### src/mcptp_pkg.sv
package mcptp_pkg;

  localparam int MAX_CHANNELS = 64;
  localparam int SAMPLE_BITS  = 16;
  localparam int CH_BITS      = 6;
  localparam int NCH_BITS     = 7;
  localparam int WIN_BITS     = 10;
  localparam int ADDR_BITS    = 3;
  localparam int DATA_BITS    = 32;

  localparam logic signed [SAMPLE_BITS-1:0] SAMPLE_MAX = {1'b0, {(SAMPLE_BITS-1){1'b1}}};
  localparam logic signed [SAMPLE_BITS-1:0] SAMPLE_MIN = {1'b1, {(SAMPLE_BITS-1){1'b0}}};

  localparam logic [WIN_BITS-1:0] WINDOW_LENGTH_RESET   = 10'd10;
  localparam logic [NCH_BITS-1:0] ACTIVE_CHANNELS_RESET = 7'd64;

  localparam logic REG_WINDOW_LENGTH   = 1'b0;
  localparam logic REG_ACTIVE_CHANNELS = 1'b1;

  typedef enum logic [1:0] {
    ST_IDLE,
    ST_UPDATE,
    ST_SWEEP,
    ST_CLEAR
  } state_t;

  typedef struct packed {
    logic                          rd_en;
    logic [CH_BITS-1:0]            rd_addr;
    logic                          wr_en;
    logic [CH_BITS-1:0]            wr_addr;
    logic signed [SAMPLE_BITS-1:0] wr_min;
    logic signed [SAMPLE_BITS-1:0] wr_max;
    logic                          clr;
  } mem_req_t;

  typedef struct packed {
    logic signed [SAMPLE_BITS-1:0] min;
    logic signed [SAMPLE_BITS-1:0] max;
  } mem_rsp_t;

endpackage

### src/mcptp_track_mem.sv
module mcptp_track_mem (
  input  logic                clk,
  input  logic                rst,
  input  mcptp_pkg::mem_req_t req,
  output mcptp_pkg::mem_rsp_t rsp
);
  import mcptp_pkg::*;

  logic [2*SAMPLE_BITS-1:0] mem [MAX_CHANNELS];
  logic [MAX_CHANNELS-1:0]  valid;
  logic [2*SAMPLE_BITS-1:0] rd_data;
  logic                     rd_valid;

  always_ff @(posedge clk) begin
    if (req.wr_en) begin
      mem[req.wr_addr] <= {req.wr_min, req.wr_max};
    end
    if (req.rd_en) begin
      rd_data <= mem[req.rd_addr];
    end
  end

  always_ff @(posedge clk) begin
    if (rst) begin
      valid    <= '0;
      rd_valid <= 1'b0;
    end else begin
      if (req.clr) begin
        valid <= '0;
      end else if (req.wr_en) begin
        valid[req.wr_addr] <= 1'b1;
      end
      if (req.rd_en) begin
        rd_valid <= valid[req.rd_addr] & ~req.clr;
      end
    end
  end

  assign rsp.min = rd_valid ? rd_data[2*SAMPLE_BITS-1:SAMPLE_BITS] : SAMPLE_MAX;
  assign rsp.max = rd_valid ? rd_data[SAMPLE_BITS-1:0] : SAMPLE_MIN;

endmodule

### src/mcptp_ctrl.sv
module mcptp_ctrl (
  input  logic                                  clk,
  input  logic                                  rst,
  input  logic [mcptp_pkg::WIN_BITS-1:0]        window_length,
  input  logic [mcptp_pkg::NCH_BITS-1:0]        active_channels,
  input  logic                                  in_valid,
  output logic                                  in_ready,
  input  logic signed [mcptp_pkg::SAMPLE_BITS-1:0] sample_value,
  input  logic [mcptp_pkg::CH_BITS-1:0]         channel_index,
  output logic                                  out_valid,
  input  logic                                  out_ready,
  output logic [mcptp_pkg::CH_BITS-1:0]         report_channel,
  output logic [mcptp_pkg::SAMPLE_BITS-1:0]     peak_to_peak,
  output logic                                  last_report,
  output mcptp_pkg::mem_req_t                   req,
  input  mcptp_pkg::mem_rsp_t                   rsp
);
  import mcptp_pkg::*;

  state_t                        state;
  state_t                        state_next;
  logic [WIN_BITS-1:0]           window_count;
  logic [CH_BITS-1:0]            sweep_idx;
  logic signed [SAMPLE_BITS-1:0] held_sample;
  logic [CH_BITS-1:0]            held_ch;

  logic [WIN_BITS-1:0]           win_eff;
  logic [NCH_BITS-1:0]           n_eff;
  logic [NCH_BITS-1:0]           n_dec;
  logic [CH_BITS-1:0]            n_m1;
  logic                          accept;
  logic                          window_end;
  logic                          start_sweep;
  logic                          sweep_last;
  logic                          out_free;
  logic                          out_load;
  logic                          ch_active;
  logic signed [SAMPLE_BITS:0]   diff;
  logic [SAMPLE_BITS-1:0]        p2p;
  logic signed [SAMPLE_BITS-1:0] upd_min;
  logic signed [SAMPLE_BITS-1:0] upd_max;

  always_comb begin
    win_eff = (window_length == '0) ? WIN_BITS'(1) : window_length;
    if (active_channels == '0) begin
      n_eff = NCH_BITS'(1);
    end else if (active_channels > NCH_BITS'(MAX_CHANNELS)) begin
      n_eff = NCH_BITS'(MAX_CHANNELS);
    end else begin
      n_eff = active_channels;
    end
    n_dec = n_eff - NCH_BITS'(1);
    n_m1  = n_dec[CH_BITS-1:0];
  end

  assign accept      = in_valid && in_ready;
  assign window_end  = (window_count >= win_eff);
  assign start_sweep = accept && (channel_index == '0) && window_end;
  assign sweep_last  = (sweep_idx == n_m1);
  assign out_free    = !out_valid || out_ready;
  assign ch_active   = ({1'b0, held_ch} < n_eff);

  assign diff    = {rsp.max[SAMPLE_BITS-1], rsp.max} - {rsp.min[SAMPLE_BITS-1], rsp.min};
  assign p2p     = diff[SAMPLE_BITS] ? '0 : diff[SAMPLE_BITS-1:0];
  assign upd_min = (held_sample < rsp.min) ? held_sample : rsp.min;
  assign upd_max = (held_sample > rsp.max) ? held_sample : rsp.max;

  always_comb begin
    state_next = state;
    case (state)
      ST_IDLE: begin
        if (start_sweep) begin
          state_next = ST_SWEEP;
        end else if (accept) begin
          state_next = ST_UPDATE;
        end
      end
      ST_SWEEP: begin
        if (out_free && sweep_last) begin
          state_next = ST_CLEAR;
        end
      end
      ST_CLEAR:  state_next = ST_UPDATE;
      ST_UPDATE: state_next = ST_IDLE;
      default:   state_next = ST_IDLE;
    endcase
  end

  always_comb begin
    in_ready    = 1'b0;
    out_load    = 1'b0;
    req.rd_en   = 1'b0;
    req.rd_addr = channel_index;
    req.wr_en   = 1'b0;
    req.wr_addr = held_ch;
    req.wr_min  = upd_min;
    req.wr_max  = upd_max;
    req.clr     = 1'b0;
    case (state)
      ST_IDLE: begin
        in_ready  = 1'b1;
        req.rd_en = in_valid;
      end
      ST_SWEEP: begin
        out_load = out_free;
        if (out_free && !sweep_last) begin
          req.rd_en   = 1'b1;
          req.rd_addr = sweep_idx + CH_BITS'(1);
        end
      end
      ST_CLEAR: begin
        req.clr     = 1'b1;
        req.rd_en   = 1'b1;
        req.rd_addr = held_ch;
      end
      ST_UPDATE: begin
        req.wr_en = ch_active;
      end
      default: begin
        in_ready = 1'b0;
      end
    endcase
  end

  always_ff @(posedge clk) begin
    if (rst) begin
      state        <= ST_IDLE;
      window_count <= '0;
      sweep_idx    <= '0;
      out_valid    <= 1'b0;
    end else begin
      state <= state_next;
      if (accept && (channel_index == '0)) begin
        window_count <= window_end ? WIN_BITS'(1) : window_count + WIN_BITS'(1);
      end
      if (start_sweep) begin
        sweep_idx <= '0;
      end else if (out_load) begin
        sweep_idx <= sweep_idx + CH_BITS'(1);
      end
      if (out_load) begin
        out_valid <= 1'b1;
      end else if (out_ready) begin
        out_valid <= 1'b0;
      end
    end
  end

  always_ff @(posedge clk) begin
    if (accept) begin
      held_sample <= sample_value;
      held_ch     <= channel_index;
    end
    if (out_load) begin
      report_channel <= sweep_idx;
      peak_to_peak   <= p2p;
      last_report    <= sweep_last;
    end
  end

`ifndef SYNTHESIS
  a_sweep_start: assert property (@(posedge clk) disable iff (rst)
    start_sweep |=> state == ST_SWEEP)
    else $error("window end did not start a sweep");

  a_sweep_done: assert property (@(posedge clk) disable iff (rst)
    (out_load && sweep_last) |=> state == ST_CLEAR)
    else $error("last report did not clear the trackers");

  a_no_wr_clr: assert property (@(posedge clk) disable iff (rst)
    !(req.wr_en && req.clr))
    else $error("tracker write during clear");

  a_last_chan: assert property (@(posedge clk) disable iff (rst)
    (out_valid && last_report) |-> report_channel == n_m1)
    else $error("last report on wrong channel");
`endif

endmodule

### src/multichannel_peak_to_peak_tracker.sv
// Tracks the minimum and maximum of interleaved signed samples for up to 64
// channels in a tracker memory and reports max minus min for channels
// 0 .. active_channels-1 whenever a channel-0 sample arrives after
// window_length channel-0 samples. An ordinary sample reads its channel's
// tracker entry when it is accepted and writes it back in the update state.
// A sample that closes a window first starts a sweep over the N reported
// channels: one report per cycle is read from the memory while the output
// is free, then the trackers are cleared and the sample is processed.
// No clearing pass is needed after reset. Registers: window_length at
// address 0, active_channels at address 4; write them only while idle.
module multichannel_peak_to_peak_tracker (
  input  logic                                     clk,
  input  logic                                     rst,
  input  logic                                     psel,
  input  logic                                     penable,
  input  logic                                     pwrite,
  input  logic [mcptp_pkg::ADDR_BITS-1:0]          paddr,
  input  logic [mcptp_pkg::DATA_BITS-1:0]          pwdata,
  output logic [mcptp_pkg::DATA_BITS-1:0]          prdata,
  output logic                                     pready,
  input  logic                                     in_valid,
  output logic                                     in_ready,
  input  logic signed [mcptp_pkg::SAMPLE_BITS-1:0] sample_value,
  input  logic [mcptp_pkg::CH_BITS-1:0]            channel_index,
  output logic                                     out_valid,
  input  logic                                     out_ready,
  output logic [mcptp_pkg::CH_BITS-1:0]            report_channel,
  output logic [mcptp_pkg::SAMPLE_BITS-1:0]        peak_to_peak,
  output logic                                     last_report
);
  import mcptp_pkg::*;

  logic [WIN_BITS-1:0] window_length;
  logic [NCH_BITS-1:0] active_channels;
  logic                reg_index;
  mem_req_t            req;
  mem_rsp_t            rsp;

  assign pready    = 1'b1;
  assign reg_index = paddr[ADDR_BITS-1];

  always_ff @(posedge clk) begin
    if (rst) begin
      window_length   <= WINDOW_LENGTH_RESET;
      active_channels <= ACTIVE_CHANNELS_RESET;
    end else if (psel && penable && pwrite && pready) begin
      case (reg_index)
        REG_WINDOW_LENGTH:   window_length   <= pwdata[WIN_BITS-1:0];
        REG_ACTIVE_CHANNELS: active_channels <= pwdata[NCH_BITS-1:0];
        default:             window_length   <= window_length;
      endcase
    end
  end

  always_comb begin
    case (reg_index)
      REG_WINDOW_LENGTH:   prdata = DATA_BITS'(window_length);
      REG_ACTIVE_CHANNELS: prdata = DATA_BITS'(active_channels);
      default:             prdata = '0;
    endcase
  end

  mcptp_ctrl u_ctrl (
    .clk             (clk),
    .rst             (rst),
    .window_length   (window_length),
    .active_channels (active_channels),
    .in_valid        (in_valid),
    .in_ready        (in_ready),
    .sample_value    (sample_value),
    .channel_index   (channel_index),
    .out_valid       (out_valid),
    .out_ready       (out_ready),
    .report_channel  (report_channel),
    .peak_to_peak    (peak_to_peak),
    .last_report     (last_report),
    .req             (req),
    .rsp             (rsp)
  );

  mcptp_track_mem u_mem (
    .clk (clk),
    .rst (rst),
    .req (req),
    .rsp (rsp)
  );

endmodule
### config.mk
export PLATFORM = sky130hd
export DESIGN_NAME = multichannel_peak_to_peak_tracker
export DESIGN_NICKNAME = d
export VERILOG_FILES = /design/src/mcptp_pkg.sv /design/src/mcptp_track_mem.sv /design/src/mcptp_ctrl.sv /design/src/multichannel_peak_to_peak_tracker.sv
export SDC_FILE = /design/constraint.sdc
export NUM_CORES = 2
export LEC_CHECK = 0
export ABC_CLOCK_PERIOD_IN_PS = 6500
export BUFFER_PORTS_ARGS = -buffer_cell sky130_fd_sc_hd__buf_4
export CAP_MARGIN = 20
export CORE_MARGIN = 2
export CORE_UTILIZATION = 50
export CTS_CLUSTER_DIAMETER = 30
export DETAILED_ROUTE_END_ITERATION = 12
export PLACE_DENSITY = 0.73
export SYNTH_ARGS = -nofsm -noshare
export SYNTH_HDL_FRONTEND = slang
export SYNTH_SLANG_ARGS = --single-unit
### constraint.sdc
create_clock -name clk -period 6.5 [get_ports clk]
set_input_delay 0.325 -clock clk [delete_from_list [all_inputs] [get_ports clk]]
set_output_delay 0.325 -clock clk [all_outputs]
set_load 0.005 [all_outputs]
==> qor.tcl <==
set qor(period_minus_slack_ps) 5601
set qor(highest_ir_drop_seen_on_vdd_uv) 308.6
set qor(rows) 156
set qor(setup_viol) 0
set qor(placement.setup.worst_slack_ps) 1104
set qor(power_per_cell_area_mw_per_mm2) 357.7
set qor(drtIter0Drc) 8730
set qor(grt_overflow) 0
set qor(worst_skew_pair_later_pin_latency_ps) 970
set qor(tritoncts) {built}
set qor(die_height_um) 429.8
set qor(cts_root_buffer) {sky130_fd_sc_hd__clkbuf_16}
set qor(min_from) {in_valid}
set qor(vias_per_cell) 6.155
set qor(ios) 122
set qor(clock_buffer_count_from_cts) 413
set qor(grt_pass1_wl_um) 378200
set qor(endpoint_kind) {register}
set qor(timing_worst_setup_path_type) {reg -> reg}
set qor(worst_hold_path_type) {in -> reg}
set qor(async_reset_ff_frac) 0
set qor(final.hold.worst_slack_ps) 103.1
set qor(post_detail_place_hpwl_um) 135800
set qor(floorplan.die.width_um) 429.8
set qor(synthFlopType) {sky130_fd_sc_hd__edfxtp_1}
set qor(net-switching-power_mw) 8.719
set qor(clock_group_share_of_total_power) 0.533
set qor(post-route-worst-setup-slack_ps) 899.4
set qor(netlist_instances) 7005
set qor(numPortBuffers) 74
set qor(tritoncts_num_sinks) 2226
set qor(core_footprint_mm2) 0.1804
set qor(ctsHtreeMaxLevel) 5
set qor(routabilityCongestion) 0.8631
set qor(power.static_leakage_nw) 39.02
set qor(via_count_of_the_first_global_routing_pass) 60680
set qor(sw_frac_of_total) 0.2222
set qor(synth_top_cell_by_area) {sky130_fd_sc_hd__edfxtp_1}
set qor(layout-area-overhead-vs-synth_pct) 20.99
set qor(tightest_slew_ps) 1221
set qor(most_used_standard_cell_by_instance_count_after_synthesis) {sky130_fd_sc_hd__edfxtp_1}
set qor(slew_headroom) 0.1685
set qor(final_layout_size_suffix_gt1_frac) 0.1406
set qor(start_util) 0.5026
set qor(achievable_freq_mhz) 178.6
set qor(synth_area_per_cell_um2) 12.94
set qor(critical_path.max_fanout) 139
set qor(mappedNetlistArea_mm2) 0.09065
set qor(final_antenna_net_count) 0
set qor(detail_route.wl_per_cell_um) 25.62
set qor(post_synth_edffs) 2125
set qor(worst-endpoint-arrival_ps) 6420
set qor(report.final.slew_viol_count) 0
set qor(route.detailed.drc) 0
set qor(totalWireLength_um) 256900
set qor(ratio_of_final_minimum_period_to_clock_period) 0.8616
set qor(clock_tree_buf_depth) 4
set qor(synth-warning-count) 0
set qor(report.final.hold_viol_count) 0
set qor(final_net_count) 7445
set qor(largest_net_degree_at_the_start_of_global_routing) 140
set qor(grt_use_total) 0.2736
set qor(yosys_register_bits) 2226
set qor(outcome) {completed}
set qor(synth_top_cells_by_count) {2,125 x sky130_fd_sc_hd__edfxtp_1, 1,904 x sky130_fd_sc_hd__nand2_1, 1,178 x sky130_fd_sc_hd__nand3_1}
set qor(die-area_mm2) 0.1847
set qor(max_cap_violation_count) 0
set qor(post_synth_main_area_contributors) {sky130_fd_sc_hd__edfxtp_1 70%, sky130_fd_sc_hd__nand2_1 7.9%, sky130_fd_sc_hd__nand3_1 6.5%}
set qor(clk_transition_reported_paths_ps) 50
set qor(fin_tns_setup_ps) 0
set qor(detailroute.via_count) 61690
set qor(worst_clock_skew_ps) 83.68
set qor(synth_top_area_share) 0.7040
set qor(synth_seq_area_share) 0.7263
set qor(critPathLaunch) {active_channels[2]}
set qor(rsz0062_at_grt) {false}
set qor(power_report.internal_total_mw) 30.51
set qor(timing.critical_path.required_ps) 7320
set qor(antenna_violations_before_repair) 14
set qor(postLayoutCoreUtil) 0.6081
set qor(post_synth_num_cell_types) 70
set qor(combPwrFrac) 0.056
set qor(r2r-start) {active_channels[2]}
set qor(start_kind) {register}
set qor(drt_pre_antenna_iters) 8
set qor(pwr-share-seq) 0.411
worst max-delay path, cell delays in order (launching register included):
cell                       delay (ps)
sky130_fd_sc_hd__dfxtp_1          390
sky130_fd_sc_hd__nor4_4           370
sky130_fd_sc_hd__a21oi_1          150
sky130_fd_sc_hd__or2_2            290
sky130_fd_sc_hd__ha_1             220
sky130_fd_sc_hd__xor2_1           160
sky130_fd_sc_hd__xnor2_1          140
sky130_fd_sc_hd__nor2_1           100
sky130_fd_sc_hd__and4b_4          290
sky130_fd_sc_hd__and2_4           280
sky130_fd_sc_hd__o2111a_4         800
sky130_fd_sc_hd__buf_12           500
sky130_fd_sc_hd__nand2_1           90
sky130_fd_sc_hd__and3_1           200
sky130_fd_sc_hd__a311oi_1         250
sky130_fd_sc_hd__a311oi_1         140
sky130_fd_sc_hd__a31oi_1          700
sky130_fd_sc_hd__a221o_1          250
sequential cells by signal (all words and copies together), names as in the netlist, 7 cells and up:
name                 count
u_mem.mem             2048
u_mem.valid             64
u_mem.rd_data           32
u_ctrl.held_sample      16
u_ctrl.peak_to_peak     16
u_ctrl.window_count     10
window_length           10
active_channels          7
final timing paths:
path / cells after the start / slack, ps / end
worst max-delay path: 17 / 900 / u_mem.rd_data[17]
worst min-delay path: 3 / 100 / u_ctrl.held_sample[13]
worst max register to register: 17 / 900 / u_mem.rd_data[17]
worst min register to register: 2 / 450 / window_length[4]
metrics by stage:
step,total power [mW],std cells,area (um^2)
final,39.23,10020,109700
after global routing,40.14,10020,109700
after CTS,39.28,10010,109600
after detailed placement,18.46,9213,95330
after global placement,18.40,9212,95320
after floorplan,17.57,7026,90730
routing by layer:
layer | track usage | vias to the layer above | share of wire
li1 | - | 26440 | -
met1 | 0.3511 | 30240 | 0.36
met2 | 0.4294 | 4215 | 0.46
met3 | 0.06718 | 797 | 0.12
met4 | 0.1505 | 6 | 0.055
met5 | 0 | - | 0.00016
final cells by class:
| cell class | instances | area, um^2 |
|---|---|---|
| clock inverter | 265 | 2904 |
| multi-input combinational | 4259 | 23480 |
| inverter | 62 | 232.7 |
| antenna | 8 | 20.02 |
| clock buffer | 481 | 10810 |
| sequential | 2226 | 65830 |
| fill | 12610 | 70680 |
| timing repair buffer | 353 | 3425 |
| tap | 2370 | 2965 |
power groups by stage:
stage	Clock (mW)	Combinational (mW)	Sequential [mW]
after global placement	0	2.03	16.4
after detailed placement	0	2.09	16.4
final	20.9	2.18	16.1
after global routing	21.7	2.31	16.1
after CTS	21.0	2.13	16.1
after floorplan	0	1.20	16.4
what timing repair did:
action,in CTS,in global routing
buffers inserted,0,0
endpoints found under the hold margin,45,0
endpoints found under the setup margin,0,0
resized for setup,0,0
hold buffers,54,0
cell families (layout without fill, tap and decap cells):
| group | count (synthesis) | after routing | share of synthesized area |
|---|---|---|---|
| AO/OA/AOI/OAI | 467 | 467 | 0.04018 |
| XOR/XNOR | 33 | 33 | 0.003188 |
| adder cells (fa/ha/maj) | 66 | 66 | 0.009193 |
| buffers and inverters | 541 | 1161 | 0.02663 |
| flip-flops | 2226 | 2226 | 0.7263 |
| multiplexers | 277 | 277 | 0.03104 |
| other | 2 | 31 | 0.00008285 |
| AND/OR/NAND/NOR | 3393 | 3393 | 0.1634 |
cells in the final DEF (no fill, tap or decap), types with 31 or more instances in the layout:
cell type,n
sky130_fd_sc_hd__edfxtp_1,2125
sky130_fd_sc_hd__nand2_1,1904
sky130_fd_sc_hd__nand3_1,1178
sky130_fd_sc_hd__clkbuf_16,422
sky130_fd_sc_hd__buf_4,248
sky130_fd_sc_hd__mux2i_1,240
sky130_fd_sc_hd__a311oi_1,131
sky130_fd_sc_hd__dfxtp_1,101
sky130_fd_sc_hd__o21a_1,80
sky130_fd_sc_hd__clkinv_2,74
sky130_fd_sc_hd__a31oi_1,70
sky130_fd_sc_hd__and3_1,70
sky130_fd_sc_hd__nor2_4,69
sky130_fd_sc_hd__ha_1,65
sky130_fd_sc_hd__inv_1,62
sky130_fd_sc_hd__clkbuf_1,56
sky130_fd_sc_hd__dlygate4sd3_1,54
sky130_fd_sc_hd__bufinv_16,52
sky130_fd_sc_hd__buf_12,47
sky130_fd_sc_hd__nor2_1,46
sky130_fd_sc_hd__clkinv_1,45
sky130_fd_sc_hd__clkinvlp_4,44
sky130_fd_sc_hd__a21oi_1,41
sky130_fd_sc_hd__and4_1,35
sky130_fd_sc_hd__a32oi_1,34
sky130_fd_sc_hd__a221o_1,32
sky130_fd_sc_hd__mux2i_4,31
Note: power is estimated with default switching activity, not from simulation.
